### src/design/ssnp_pkg.sv
package ssnp_pkg;

    // Window size and field widths.
    localparam int WIN_DEPTH  = 16;
    localparam int INDEX_BITS = 10;
    localparam int COORD_BITS = 16;
    localparam int DIST_BITS  = 15;

    // Ring addresses and counts that must also hold the full depth.
    localparam int ADDR_BITS = $clog2(WIN_DEPTH);
    localparam int CNT_BITS  = $clog2(WIN_DEPTH + 1);
    localparam logic [CNT_BITS-1:0] DEPTH_CNT = CNT_BITS'(WIN_DEPTH);

    // Reset value of the distance limit.
    localparam logic [DIST_BITS-1:0] DIST_RESET = DIST_BITS'(1600);

    // One stored point, index in the lowest bits.
    typedef struct packed {
        logic signed [COORD_BITS-1:0] pos_y;
        logic signed [COORD_BITS-1:0] pos_x;
        logic [INDEX_BITS-1:0]        idx;
    } win_entry_t;

    localparam int ENTRY_BITS = $bits(win_entry_t);

    // Stream payload widths, rounded up to whole bytes.
    localparam int S_DATA_BITS  = ((ENTRY_BITS + 7) / 8) * 8;
    localparam int M_FIELD_BITS = 2 * INDEX_BITS + 1;
    localparam int M_DATA_BITS  = ((M_FIELD_BITS + 7) / 8) * 8;

    // Modular add of a ring base and an offset below the depth.
    function automatic logic [ADDR_BITS-1:0] ring_add(input logic [ADDR_BITS-1:0] base,
                                                      input logic [ADDR_BITS-1:0] off);
        logic [ADDR_BITS:0] sum;
        sum = {1'b0, base} + {1'b0, off};
        if (sum >= (ADDR_BITS + 1)'(WIN_DEPTH)) begin
            sum = sum - (ADDR_BITS + 1)'(WIN_DEPTH);
        end
        return sum[ADDR_BITS-1:0];
    endfunction

endpackage

### src/design/ssnp_ram.sv
// Simple dual-port RAM: one write port, one read port with registered data.
module ssnp_ram #(
    parameter int WIDTH = 8,
    parameter int DEPTH = 16
) (
    input  logic                     clk,
    input  logic                     we,
    input  logic [$clog2(DEPTH)-1:0] waddr,
    input  logic [WIDTH-1:0]         wdata,
    input  logic [$clog2(DEPTH)-1:0] raddr,
    output logic [WIDTH-1:0]         rdata
);

    logic [WIDTH-1:0] mem [DEPTH];
    logic [WIDTH-1:0] rdata_reg;

    // Write and registered read.
    always_ff @(posedge clk) begin
        if (we) begin
            mem[waddr] <= wdata;
        end
        rdata_reg <= mem[raddr];
    end

    assign rdata = rdata_reg;

endmodule

### src/design/sorted_sweep_neighbor_pairs.sv
// Channel   Direction  Handshake           Payload
// s_        in         s_tvalid/s_tready   s_tuser: frame_start; s_tdata: point, pos_x, pos_y
// m_        out        m_tvalid/m_tready   m_tuser: pair_valid; m_tdata: pair, m_tlast: last
// cfg_      in         cfg_valid/cfg_ready cfg_data: max_distance
//
// Each point is scanned against the stored points (count, at most 16) one entry per cycle
// through a three-stage test pipeline, then written into the window; its results are then
// emitted one per pair, or as a single one without a pair, before the next point is accepted.
// Reset clears the window, the distance limit returns to 1600 (Q11.4).
// A stalled result holds the output register; the next point is accepted once the
// last result of the current one has been loaded into it.
module sorted_sweep_neighbor_pairs (
    input  logic                               aclk,
    input  logic                               aresetn,
    // Input points.
    input  logic                               s_tvalid,
    output logic                               s_tready,
    input  logic [ssnp_pkg::S_DATA_BITS-1:0]   s_tdata,   // point_index, pos_x, pos_y
    input  logic                               s_tuser,   // frame_start
    // Result pairs.
    output logic                               m_tvalid,
    input  logic                               m_tready,
    output logic [ssnp_pkg::M_DATA_BITS-1:0]   m_tdata,   // earlier_index, later_index,
                                                          // window_overflow
    output logic                               m_tuser,   // pair_valid
    output logic                               m_tlast,   // last_of_run
    // Distance limit register.
    input  logic                               cfg_valid,
    output logic                               cfg_ready,
    input  logic [ssnp_pkg::DIST_BITS-1:0]     cfg_data
);

    localparam logic [1:0] ST_IDLE   = 2'd0;
    localparam logic [1:0] ST_SCAN   = 2'd1;
    localparam logic [1:0] ST_FINISH = 2'd2;
    localparam logic [1:0] ST_EMIT   = 2'd3;

    localparam int AW = ssnp_pkg::ADDR_BITS;
    localparam int CW = ssnp_pkg::CNT_BITS;
    localparam int XW = ssnp_pkg::COORD_BITS;
    localparam int IW = ssnp_pkg::INDEX_BITS;
    localparam int DW = ssnp_pkg::DIST_BITS;

    // Control state.
    logic [1:0]    state_reg, state_next;
    logic [DW-1:0] max_dist_reg, max_dist_next;
    logic [CW-1:0] count_reg, count_next;
    logic [AW-1:0] base_reg, base_next;
    logic [CW-1:0] rd_reg, rd_next;
    logic [CW-1:0] wr_reg, wr_next;
    logic [CW-1:0] nh_reg, nh_next;
    logic [CW-1:0] ep_reg, ep_next;
    logic          p1_reg, p1_next;
    logic          p2_reg, p2_next;
    logic          p3_reg, p3_next;
    logic          ovf_reg, ovf_next;
    logic          m_valid_reg, m_valid_next;

    // Payload state.
    ssnp_pkg::win_entry_t new_entry_reg;
    logic [2*DW-1:0]      lim2_reg;
    logic [XW-1:0]        adx_reg, ady_reg;
    logic [IW-1:0]        idx2_reg, idx3_reg;
    logic [2*XW-1:0]      sqx_reg, sqy_reg;
    logic                 m_pair_reg;
    logic                 m_last_reg;
    logic                 m_ovf_reg;
    logic [IW-1:0]        m_earlier_reg;
    logic [IW-1:0]        m_later_reg;

    // RAM ports.
    logic                          win_we;
    logic [AW-1:0]                 win_waddr, win_raddr;
    logic [ssnp_pkg::ENTRY_BITS-1:0] win_wdata, win_rdata;
    logic                          hit_we;
    logic [IW-1:0]                 hit_rdata;

    // Combinational datapath.
    ssnp_pkg::win_entry_t in_entry;
    ssnp_pkg::win_entry_t rd_entry;
    logic signed [XW:0]   diff_x, diff_y, neg_x, neg_y, max_ext;
    logic                 survive;
    logic [XW-1:0]        adx_c, ady_c;
    logic [2*XW:0]        dist2;
    logic                 s_accept;
    logic                 out_load;
    logic                 fin_ovf;

    assign in_entry = ssnp_pkg::win_entry_t'(s_tdata[ssnp_pkg::ENTRY_BITS-1:0]);
    assign rd_entry = ssnp_pkg::win_entry_t'(win_rdata);
    assign s_tready = (state_reg == ST_IDLE);
    assign s_accept = s_tvalid && s_tready;
    assign cfg_ready = 1'b1;
    assign out_load = !m_valid_reg || m_tready;
    assign fin_ovf  = (wr_reg == ssnp_pkg::DEPTH_CNT);

    // First test stage: eviction check and absolute coordinate differences.
    always_comb begin
        diff_x  = $signed({new_entry_reg.pos_x[XW-1], new_entry_reg.pos_x})
                - $signed({rd_entry.pos_x[XW-1], rd_entry.pos_x});
        diff_y  = $signed({new_entry_reg.pos_y[XW-1], new_entry_reg.pos_y})
                - $signed({rd_entry.pos_y[XW-1], rd_entry.pos_y});
        neg_x   = -diff_x;
        neg_y   = -diff_y;
        max_ext = $signed((XW + 1)'(max_dist_reg));
        survive = !(diff_x > max_ext);
        adx_c   = diff_x[XW] ? neg_x[XW-1:0] : diff_x[XW-1:0];
        ady_c   = diff_y[XW] ? neg_y[XW-1:0] : diff_y[XW-1:0];
    end

    // Last test stage: squared distance against the squared limit.
    assign dist2  = {1'b0, sqx_reg} + {1'b0, sqy_reg};
    assign hit_we = p3_reg && (dist2 < (2 * XW + 1)'(lim2_reg));

    // Window RAM addressing: scan reads, compacting writes, then the new point.
    always_comb begin
        win_raddr = ssnp_pkg::ring_add(base_reg, rd_reg[AW-1:0]);
        win_we    = 1'b0;
        win_waddr = ssnp_pkg::ring_add(base_reg, wr_reg[AW-1:0]);
        win_wdata = win_rdata;
        if (state_reg == ST_FINISH) begin
            win_we    = 1'b1;
            win_wdata = new_entry_reg;
            if (fin_ovf) begin
                win_waddr = base_reg;
            end
        end else if (p1_reg && survive) begin
            win_we = 1'b1;
        end
    end

    // Sequencer and output register control.
    always_comb begin
        state_next    = state_reg;
        max_dist_next = max_dist_reg;
        count_next    = count_reg;
        base_next     = base_reg;
        rd_next       = rd_reg;
        wr_next       = wr_reg;
        nh_next       = nh_reg;
        ep_next       = ep_reg;
        p1_next       = 1'b0;
        p2_next       = p1_reg && survive;
        p3_next       = p2_reg;
        ovf_next      = ovf_reg;
        m_valid_next  = m_valid_reg && !m_tready;

        if (cfg_valid && cfg_ready) begin
            max_dist_next = cfg_data;
        end
        if (p1_reg && survive) begin
            wr_next = wr_reg + 1'b1;
        end
        if (hit_we) begin
            nh_next = nh_reg + 1'b1;
        end

        case (state_reg)
            ST_IDLE: begin
                if (s_accept) begin
                    if (s_tuser) begin
                        count_next = '0;
                    end
                    rd_next    = '0;
                    wr_next    = '0;
                    nh_next    = '0;
                    state_next = ST_SCAN;
                end
            end
            ST_SCAN: begin
                if (rd_reg < count_reg) begin
                    rd_next = rd_reg + 1'b1;
                    p1_next = 1'b1;
                end else if (!p1_reg && !p2_reg && !p3_reg) begin
                    state_next = ST_FINISH;
                end
            end
            ST_FINISH: begin
                ovf_next = fin_ovf;
                if (fin_ovf) begin
                    count_next = ssnp_pkg::DEPTH_CNT;
                    base_next  = ssnp_pkg::ring_add(base_reg, AW'(1));
                end else begin
                    count_next = wr_reg + 1'b1;
                end
                ep_next    = '0;
                state_next = ST_EMIT;
            end
            ST_EMIT: begin
                if (out_load) begin
                    m_valid_next = 1'b1;
                    if (nh_reg == '0) begin
                        state_next = ST_IDLE;
                    end else begin
                        ep_next = ep_reg + 1'b1;
                        if (ep_reg + 1'b1 == nh_reg) begin
                            state_next = ST_IDLE;
                        end
                    end
                end
            end
            default: begin
                state_next = ST_IDLE;
            end
        endcase
    end

    // Control registers.
    always_ff @(posedge aclk) begin
        if (!aresetn) begin
            state_reg    <= ST_IDLE;
            max_dist_reg <= ssnp_pkg::DIST_RESET;
            count_reg    <= '0;
            base_reg     <= '0;
            rd_reg       <= '0;
            wr_reg       <= '0;
            nh_reg       <= '0;
            ep_reg       <= '0;
            p1_reg       <= 1'b0;
            p2_reg       <= 1'b0;
            p3_reg       <= 1'b0;
            ovf_reg      <= 1'b0;
            m_valid_reg  <= 1'b0;
        end else begin
            state_reg    <= state_next;
            max_dist_reg <= max_dist_next;
            count_reg    <= count_next;
            base_reg     <= base_next;
            rd_reg       <= rd_next;
            wr_reg       <= wr_next;
            nh_reg       <= nh_next;
            ep_reg       <= ep_next;
            p1_reg       <= p1_next;
            p2_reg       <= p2_next;
            p3_reg       <= p3_next;
            ovf_reg      <= ovf_next;
            m_valid_reg  <= m_valid_next;
        end
    end

    // Payload registers: captured point, test pipeline and output register.
    always_ff @(posedge aclk) begin
        lim2_reg <= (2 * DW)'(max_dist_reg) * (2 * DW)'(max_dist_reg);
        if (s_accept) begin
            new_entry_reg <= in_entry;
        end
        adx_reg  <= adx_c;
        ady_reg  <= ady_c;
        idx2_reg <= rd_entry.idx;
        sqx_reg  <= (2 * XW)'(adx_reg) * (2 * XW)'(adx_reg);
        sqy_reg  <= (2 * XW)'(ady_reg) * (2 * XW)'(ady_reg);
        idx3_reg <= idx2_reg;
        if (state_reg == ST_EMIT && out_load) begin
            m_later_reg <= new_entry_reg.idx;
            m_ovf_reg   <= ovf_reg;
            if (nh_reg == '0) begin
                m_pair_reg    <= 1'b0;
                m_earlier_reg <= '0;
                m_last_reg    <= 1'b1;
            end else begin
                m_pair_reg    <= 1'b1;
                m_earlier_reg <= hit_rdata;
                m_last_reg    <= (ep_reg + 1'b1 == nh_reg);
            end
        end
    end

    // Window of stored points.
    ssnp_ram #(
        .WIDTH (ssnp_pkg::ENTRY_BITS),
        .DEPTH (ssnp_pkg::WIN_DEPTH)
    ) u_win_ram (
        .clk   (aclk),
        .we    (win_we),
        .waddr (win_waddr),
        .wdata (win_wdata),
        .raddr (win_raddr),
        .rdata (win_rdata)
    );

    // Indices of close points found during the scan; read one ahead of the output.
    ssnp_ram #(
        .WIDTH (IW),
        .DEPTH (ssnp_pkg::WIN_DEPTH)
    ) u_hit_ram (
        .clk   (aclk),
        .we    (hit_we),
        .waddr (nh_reg[AW-1:0]),
        .wdata (idx3_reg),
        .raddr (ep_next[AW-1:0]),
        .rdata (hit_rdata)
    );

    assign m_tvalid = m_valid_reg;
    assign m_tuser  = m_pair_reg;
    assign m_tlast  = m_last_reg;
    assign m_tdata  = ssnp_pkg::M_DATA_BITS'({m_ovf_reg, m_later_reg, m_earlier_reg});

    // The window never holds more points than it has entries.
    assert property (@(posedge aclk) disable iff (!aresetn)
        count_reg <= ssnp_pkg::DEPTH_CNT)
        else $error("window count exceeds depth");

    // Compaction never writes an entry that the scan has not yet read.
    assert property (@(posedge aclk) disable iff (!aresetn)
        (state_reg == ST_SCAN) |-> (wr_reg <= rd_reg))
        else $error("compaction write ahead of scan read");

    // Results are never read past the number of pairs found.
    assert property (@(posedge aclk) disable iff (!aresetn)
        (state_reg == ST_EMIT) |-> (ep_reg <= nh_reg))
        else $error("emit pointer past hit count");

    // A result without a pair is always the only and last one of its point.
    assert property (@(posedge aclk) disable iff (!aresetn)
        (m_valid_reg && !m_pair_reg) |-> m_last_reg)
        else $error("empty result not marked last");

endmodule
### config.mk
export PLATFORM = sky130hd
export DESIGN_NAME = sorted_sweep_neighbor_pairs
export DESIGN_NICKNAME = d
export VERILOG_FILES = /design/src/design/ssnp_pkg.sv /design/src/design/ssnp_ram.sv /design/src/design/sorted_sweep_neighbor_pairs.sv
export SDC_FILE = /design/constraint.sdc
export NUM_CORES = 2
export LEC_CHECK = 0
export ABC_AREA = 1
export BUFFER_PORTS_ARGS = -buffer_cell sky130_fd_sc_hd__buf_4
export CORE_MARGIN = 2
export CORE_UTILIZATION = 50
export DETAILED_ROUTE_END_ITERATION = 8
export PLACE_DENSITY = 0.63
export SETUP_SLACK_MARGIN = 0.3
export SLEW_MARGIN = 30
export SYNTH_ARGS = -nofsm -noshare
export SYNTH_HDL_FRONTEND = slang
export SYNTH_SLANG_ARGS = --single-unit
### constraint.sdc
create_clock -name aclk -period 8.8 [get_ports aclk]
set_input_delay 0.44 -clock aclk [delete_from_list [all_inputs] [get_ports aclk]]
set_output_delay 0.44 -clock aclk [all_outputs]
set_load 0.005 [all_outputs]
Yosys cells after proc, flatten, opt, wreduce, memory -nomap -nowiden
Memory sizes are Yosys's and may differ from the RTL's. A register that Yosys moved wholly into a read port is not among the register bits.
Cells that the tools add are included.

word-level totals
  word-level logic and storage cells = 134
  memories kept = 2
  bits in latches = 0
  register bits after elaboration = 262
  memory bits (writable) = 832
  bits in read-only memories = 0

memory list
  memory         depth  width  read ports  clocked after Yosys merged registers in  wr ports  line            source
  u_win_ram.mem  16     42     1           1                                        1         ssnp_ram.sv:14  logic [WIDTH-1:0] mem [DEPTH];
  u_hit_ram.mem  16     10     1           1                                        1         ssnp_ram.sv:14

cells by class
  bitwise operators = 0
  equal/unequal tests = 13
  $lt $le $gt $ge = 6
  reductions and logical operators = 25
  $mul = 3
  shift-type cells = 0
  $add $sub $neg = 15
  multiplexer cells = 41
  divide/modulo/power cells = 0

operators with widths
  operator                                           count
  two-way mux 5 bit                                  13
  multiplier 16 x 16 -> 32 bit                       2
  two-way mux 42 bit                                 1
  subtractor 16 x 16 -> 17 bit                       2
  adder 32 x 32 -> 33 bit                            1
  < comparator 33 x 30 -> 1 bit                      1
  two-way mux 16 bit                                 2
  negator 16 bit                                     2
  multiplier 15 x 15 -> 30 bit                       1
  case mux 5 bit (2 select lines)                    3
  adder 5 x 1 -> 5 bit (second input constant)       4
  two-way mux 4 bit                                  5
  greater-than comparator 17 x 16 -> 1 bit           1
  >= comparator 5 bit (second input constant)        3
  two-way mux 2 bit                                  6
  subtractor 4 x 1 -> 4 bit (second input constant)  3
  adder 4 x 4 -> 5 bit                               2
  two-way mux 1 bit                                  10
  inequality test 2 bit (second input constant)      5
  AND reduction 3 bit                                3
  case mux 2 bit (4 select lines)                    1
  logical AND 1 bit                                  7
  logical NOT 1 bit                                  6
  nonzero test 2 bit                                 3
  13 further kinds                                   16

Longest topological paths before layout
  depth after elaboration = 8
  mapped depth = 28

Cells and area by module
A second synthesis with hierarchy kept.

second synthesis, totals
  cells, all modules = 7670
  area total of the unflattened synthesis = 70845.4 µm²

by module, submodules not included
  module                       sequential area each (µm²)  area an instance (µm²)  cells an instance  instances
  sorted_sweep_neighbor_pairs  5835.6                      34169.0                 4215               1
  ssnp_ram at u_win_ram        21020.2                     29479.5                 2773               1
  ssnp_ram at u_hit_ram        5004.8                      7196.9                  682                1

Worst setup path before layout
No wires, ideal clock.

  path kind = register to register
  from = register ady_reg[13]
  to = register sqy_reg[23]
  period minus slack after synthesis = 5.562 ns
  cell stages (with the launch flop) = 23
  library setup time = 0.072 ns
  data required time = 8.728 ns
  slack = 3.238 ns
  arrival time = 5.490 ns
  cells stage by stage = dfxtp_1 > clkbuf_1 > clkbuf_1 > nand2_1 > fa_1 > fa_1 > inv_1 > fa_1 > fa_1 > fa_1 > inv_1 > fa_1 > inv_1 > ha_1 > a21o_1 > a21oi_1 > o21ai_0 > a21oi_1 > inv_1 > a21oi_1 > nor2_1 > nor2_1 > xnor2_1

between the ends
  word-level cells in the longest chain between the ends = 1

ends and longest elaborated chain
  what                          line                                source
  start: declaration            sorted_sweep_neighbor_pairs.sv:62   logic [XW-1:0] adx_reg, ady_reg;
  start signal: assignment      sorted_sweep_neighbor_pairs.sv:248  ady_reg <= ady_c;
  multiplier 16 x 16 -> 32 bit  sorted_sweep_neighbor_pairs.sv:251  sqy_reg <= (2 * XW)'(ady_reg) * (2 * XW)'(ady_reg);
  end signal: assignment        sorted_sweep_neighbor_pairs.sv:251
  end: declaration              sorted_sweep_neighbor_pairs.sv:64   logic [2*XW-1:0] sqx_reg, sqy_reg;

No other way between the ends.
A chain may end at the register's enable or synchronous reset.

Worst setup path in the final report
  from = register max_dist_reg[2]
  to = register lim2_reg[29]

between the ends
  word-level cells in the longest chain between the ends = 1

ends and longest elaborated chain
  what                          line                                source
  start: declaration            sorted_sweep_neighbor_pairs.sv:46   logic [DW-1:0] max_dist_reg, max_dist_next;
  start signal: assignment      sorted_sweep_neighbor_pairs.sv:212  max_dist_reg <= ssnp_pkg::DIST_RESET;
  start signal: assignment      sorted_sweep_neighbor_pairs.sv:226  max_dist_reg <= max_dist_next;
  multiplier 15 x 15 -> 30 bit  sorted_sweep_neighbor_pairs.sv:243  lim2_reg <= (2 * DW)'(max_dist_reg) * (2 * DW)'(max_dist_reg);
  end signal: assignment        sorted_sweep_neighbor_pairs.sv:243
  end: declaration              sorted_sweep_neighbor_pairs.sv:61   logic [2*DW-1:0] lim2_reg;

No other way between the ends.

==> out/qor.txt <==
========================================================================================
Count of synthesis-stage warnings from yosys                                           0
Setup Skew                                                                    0.07096 ns
Insertion delay to the later sink of the worst-skew pair                         0.77 ns
Slew @ Worst Pin                                                               0.9847 ns
Root buffer cell                                                            sky130_fd_sc_hd__clkbuf_16
Via count                                                                          45783
Hold path start                                                              cfg_data[5]
Seq cells post-synth                                                                1143
Max incr delay on CP                                                             0.92 ns
Input/output buffers                                                                  87
Leading registers by flop count                                             u_win_ram.mem (672), u_hit_ram.mem (160)
Antenna diodes                                                                         0
DRC violation count after routing                                                      0
P&R area growth vs syn                                                            10.67%
Clock tree from TritonCTS                                                            yes
Critical path fanouts, max                                                            16
End point of the most critical hold path                                    max_dist_reg[5]
Dominant cell by count in the synthesized netlist                           sky130_fd_sc_hd__inv_1
Bufs on Longest Clock Path                                                             3
Fraction of synthesis flops using an asynchronous set or reset pin                    0%
Final Slew Violations                                                                  0
Inserted Clock Buffers                                                               116
Most used flip-flop cell after synthesis                                    sky130_fd_sc_hd__edfxtp_1
Top Ports                                                                             98
Dominant delay contributor by cell family on the critical path               adder cells
Mean number of vias per cell                                                       5.264
Global placement routability congestion                                           0.8970
CTS H-tree lvls                                                                        3
Post-route antenna net violation count                                                 0
Width of the die                                                                375.0 um
RSZ-0062 raised after global routing                                                  no
Ratio of final minimum period to clock period                                     71.15%
Effective utilization at floorplan                                                50.25%
Startpoint types                                                                    flop
Clock sinks                                                                         1143
Post-synth EDFFs                                                                     897
Startpoint of the lowest-slack register-to-register path                    max_dist_reg[2]
Run status                                                                  complete, no violations
Data arrival at the endpoint of the critical path                                6.89 ns
Logic depth of the worst register-to-register path                                    20
Total grt overflow                                                                     0
# setup viols final                                                                    0
Largest area contributor in the netlist                                     sky130_fd_sc_hd__edfxtp_1
Cells on Worst Hold Path                                                               3
Vias in the first global route                                                     45979
Leading cell types by count after synthesis                                 sky130_fd_sc_hd__inv_1, sky130_fd_sc_hd__nand2_1, sky130_fd_sc_hd__edfxtp_1, sky130_fd_sc_hd__fa_1, sky130_fd_sc_hd__a21oi_1
Wire length per cell after detailed routing                                     18.44 um
Post-route minimum period                                                       6.261 ns
TNS Setup                                                                           0 ns
Dominant cells by area after synthesis                                      sky130_fd_sc_hd__edfxtp_1, sky130_fd_sc_hd__fa_1, sky130_fd_sc_hd__ha_1
Biggest register                                                            u_win_ram.mem
Most frequent cell on the critical path                                     sky130_fd_sc_hd__fa_1
Number of endpoints with negative hold slack in the final report                       0
Share of final-layout standard cells stronger than drive strength 1               6.345%
Post-synth cell types                                                                 59
Kind of critical path                                                         reg -> reg
Floorplan core area                                                           137000 um2
Number of flip-flops under the largest register name                                 672
Seq/Total Area, Yosys                                                             46.29%
Initial antenna violation count                                                        5
Slack of the worst reg-to-reg path                                               2.54 ns
Crit. End Element                                                                   flop
Clk pin slew, worst setup/hold paths                                             0.06 ns
Maximum frequency from static timing analysis                                  159.7 MHz
Path type of the worst min-delay path                                          in -> reg
Pin count of the biggest net entering global routing                                 138
Max-Cap Viols                                                                          0
Worst R2R End                                                               lim2_reg[29]
Die area                                                                      140600 um2
Proportion of netlist area held by the largest area contributor                   39.14%
Mapped cell area                                                               68830 um2
# nets final                                                                        7757
Relative slew margins                                                             34.35%
Critical path required time                                                      9.43 ns
Number of placement rows                                                             136
Avg Inst Size Synth                                                            10.25 um2
Initial drt markers                                                                 3276
Wire length of the first global-routing pass                                   252900 um
Cells traversed along the worst timing path                                 nand2_1 -> fa_1 -> fa_1 -> inv_1 -> fa_1 -> inv_1 -> fa_1 -> inv_1 -> fa_1 -> inv_1 -> fa_1 -> inv_1 -> ha_1 -> nand2_1 -> nor2_1 -> nand2_1 -> o21ai_0 -> a21oi_1 -> o21ai_0 -> xnor2_1
Buf+Inv Stages, Crit Path                                                              5
Die Y-Extent                                                                    375.0 um
Total half-perimeter wirelength after legalization and detailed placement      106400 um
Total detailed-routing wirelength                                              160400 um
Iteration count of the initial detailed-routing pass                                   7
Cells after synthesis                                                               6713
Highest-delay cell along the critical path                                  sky130_fd_sc_hd__dfxtp_1
Total track usage                                                                 23.00%
========================================================================================
## how the worst max path moves through the flow
stage | endpoint | start | slack (ns) | depth (start not counted)
after global placement | lim2_reg[25] | max_dist_reg[2] | 2.67 | 20
after global routing | lim2_reg[29] | max_dist_reg[2] | 2.24 | 20
after detailed placement | lim2_reg[29] | max_dist_reg[2] | 2.64 | 20
final | lim2_reg[29] | max_dist_reg[2] | 2.54 | 20
after CTS | lim2_reg[25] | max_dist_reg[2] | 2.63 | 20
after floorplan | sqy_reg[23] | ady_reg[13] | 3.24 | 22
## worst reg2reg max path: stages, from the launching register on
cell	delay [ns]
sky130_fd_sc_hd__dfxtp_1	0.92
sky130_fd_sc_hd__nand2_1	0.25
sky130_fd_sc_hd__fa_1	0.56
sky130_fd_sc_hd__fa_1	0.54
sky130_fd_sc_hd__inv_1	0.05
sky130_fd_sc_hd__fa_1	0.50
sky130_fd_sc_hd__inv_1	0.06
sky130_fd_sc_hd__fa_1	0.52
sky130_fd_sc_hd__inv_1	0.05
sky130_fd_sc_hd__fa_1	0.47
sky130_fd_sc_hd__inv_1	0.05
sky130_fd_sc_hd__fa_1	0.48
sky130_fd_sc_hd__inv_1	0.04
sky130_fd_sc_hd__ha_1	0.34
sky130_fd_sc_hd__nand2_1	0.09
sky130_fd_sc_hd__nor2_1	0.17
sky130_fd_sc_hd__nand2_1	0.08
sky130_fd_sc_hd__o21ai_0	0.39
sky130_fd_sc_hd__a21oi_1	0.22
sky130_fd_sc_hd__o21ai_0	0.27
sky130_fd_sc_hd__xnor2_1	0.16
## placed cells by master (no fill, tap or decap), drive strengths merged, types with 4 or more instances in the layout
master	n
a211oi	6
a21o	10
a21oi	444
a22oi	4
a31oi	51
buf	171
bufinv	10
clkbuf	163
clkinv	38
conb	4
dfxtp	246
dlygate4sd3	58
edfxtp	897
fa	465
ha	420
inv	1366
mux2i	168
nand2	1080
nand3	123
nand3b	8
nand4	28
nor2	229
nor3	39
nor4	8
o211ai	160
o21a	8
o21ai	450
o21bai	25
or2	12
xnor2	59
xor2	130
## what timing repair did
item | in CTS | in global routing
buffers inserted | 0 | 0
hold endpoints to repair | 52 | 0
hold buffers | 58 | 0
gates resized for setup | 0 | 0
## final cells by class
cell class	instances	area, um2
flip-flops and latches	1143	31860
repair buffers	229	1937
fillers	11813	60810
inverters	1361	5115
well taps	1794	2245
multi-input cells	3952	30980
clock buffers	163	3334
clock inverters	55	694.4
## through the flow
step / cell area (um2) / utilization (%) / worst slack (ns) / cells / hold WS [ns]
finish: 76170 / 55.61 / 2.539 / 8697 / 0.04443
CTS: 76110 / 55.56 / 2.625 / 8695 / 0.0002187
global placement: 71450 / 52.16 / 2.669 / 8417 / 0.3111
floorplan: 68830 / - / 3.238 / 6715 / 0.3096
detailed placement: 71500 / 52.20 / 2.638 / 8419 / 0.3121
global route: 76170 / 55.61 / 2.242 / 8697 / 0.01608
## layer usage
metal	vias up	wire, um	GRT usage [%]
li1	22103	-	-
met5	-	38	0
met3	216	8874	3.715
met4	6	4490	6.459
met1	22403	69640	30.34
met2	1055	77350	39.25
## kinds of logic (layout without fill, tap and decap cells)
logic type                 after synthesis  count (layout)  share of synthesized area (%)
other                                    2               4                        0.01091
xor gates and xnor gates               189             189                          2.416
adders and majority gates              885             885                          21.16
muxes                                  171             171                          2.492
AOI/OAI and AO/OA                     1172            1172                          9.564
DFF                                   1143            1143                          46.29
buffers and inverters                 1620            1808                          9.062
and+or+nand+nor                       1531            1531                          9.004
Power is not shown: default switching activity piles up to over one toggle a cycle in this logic, so the estimate is an artifact.
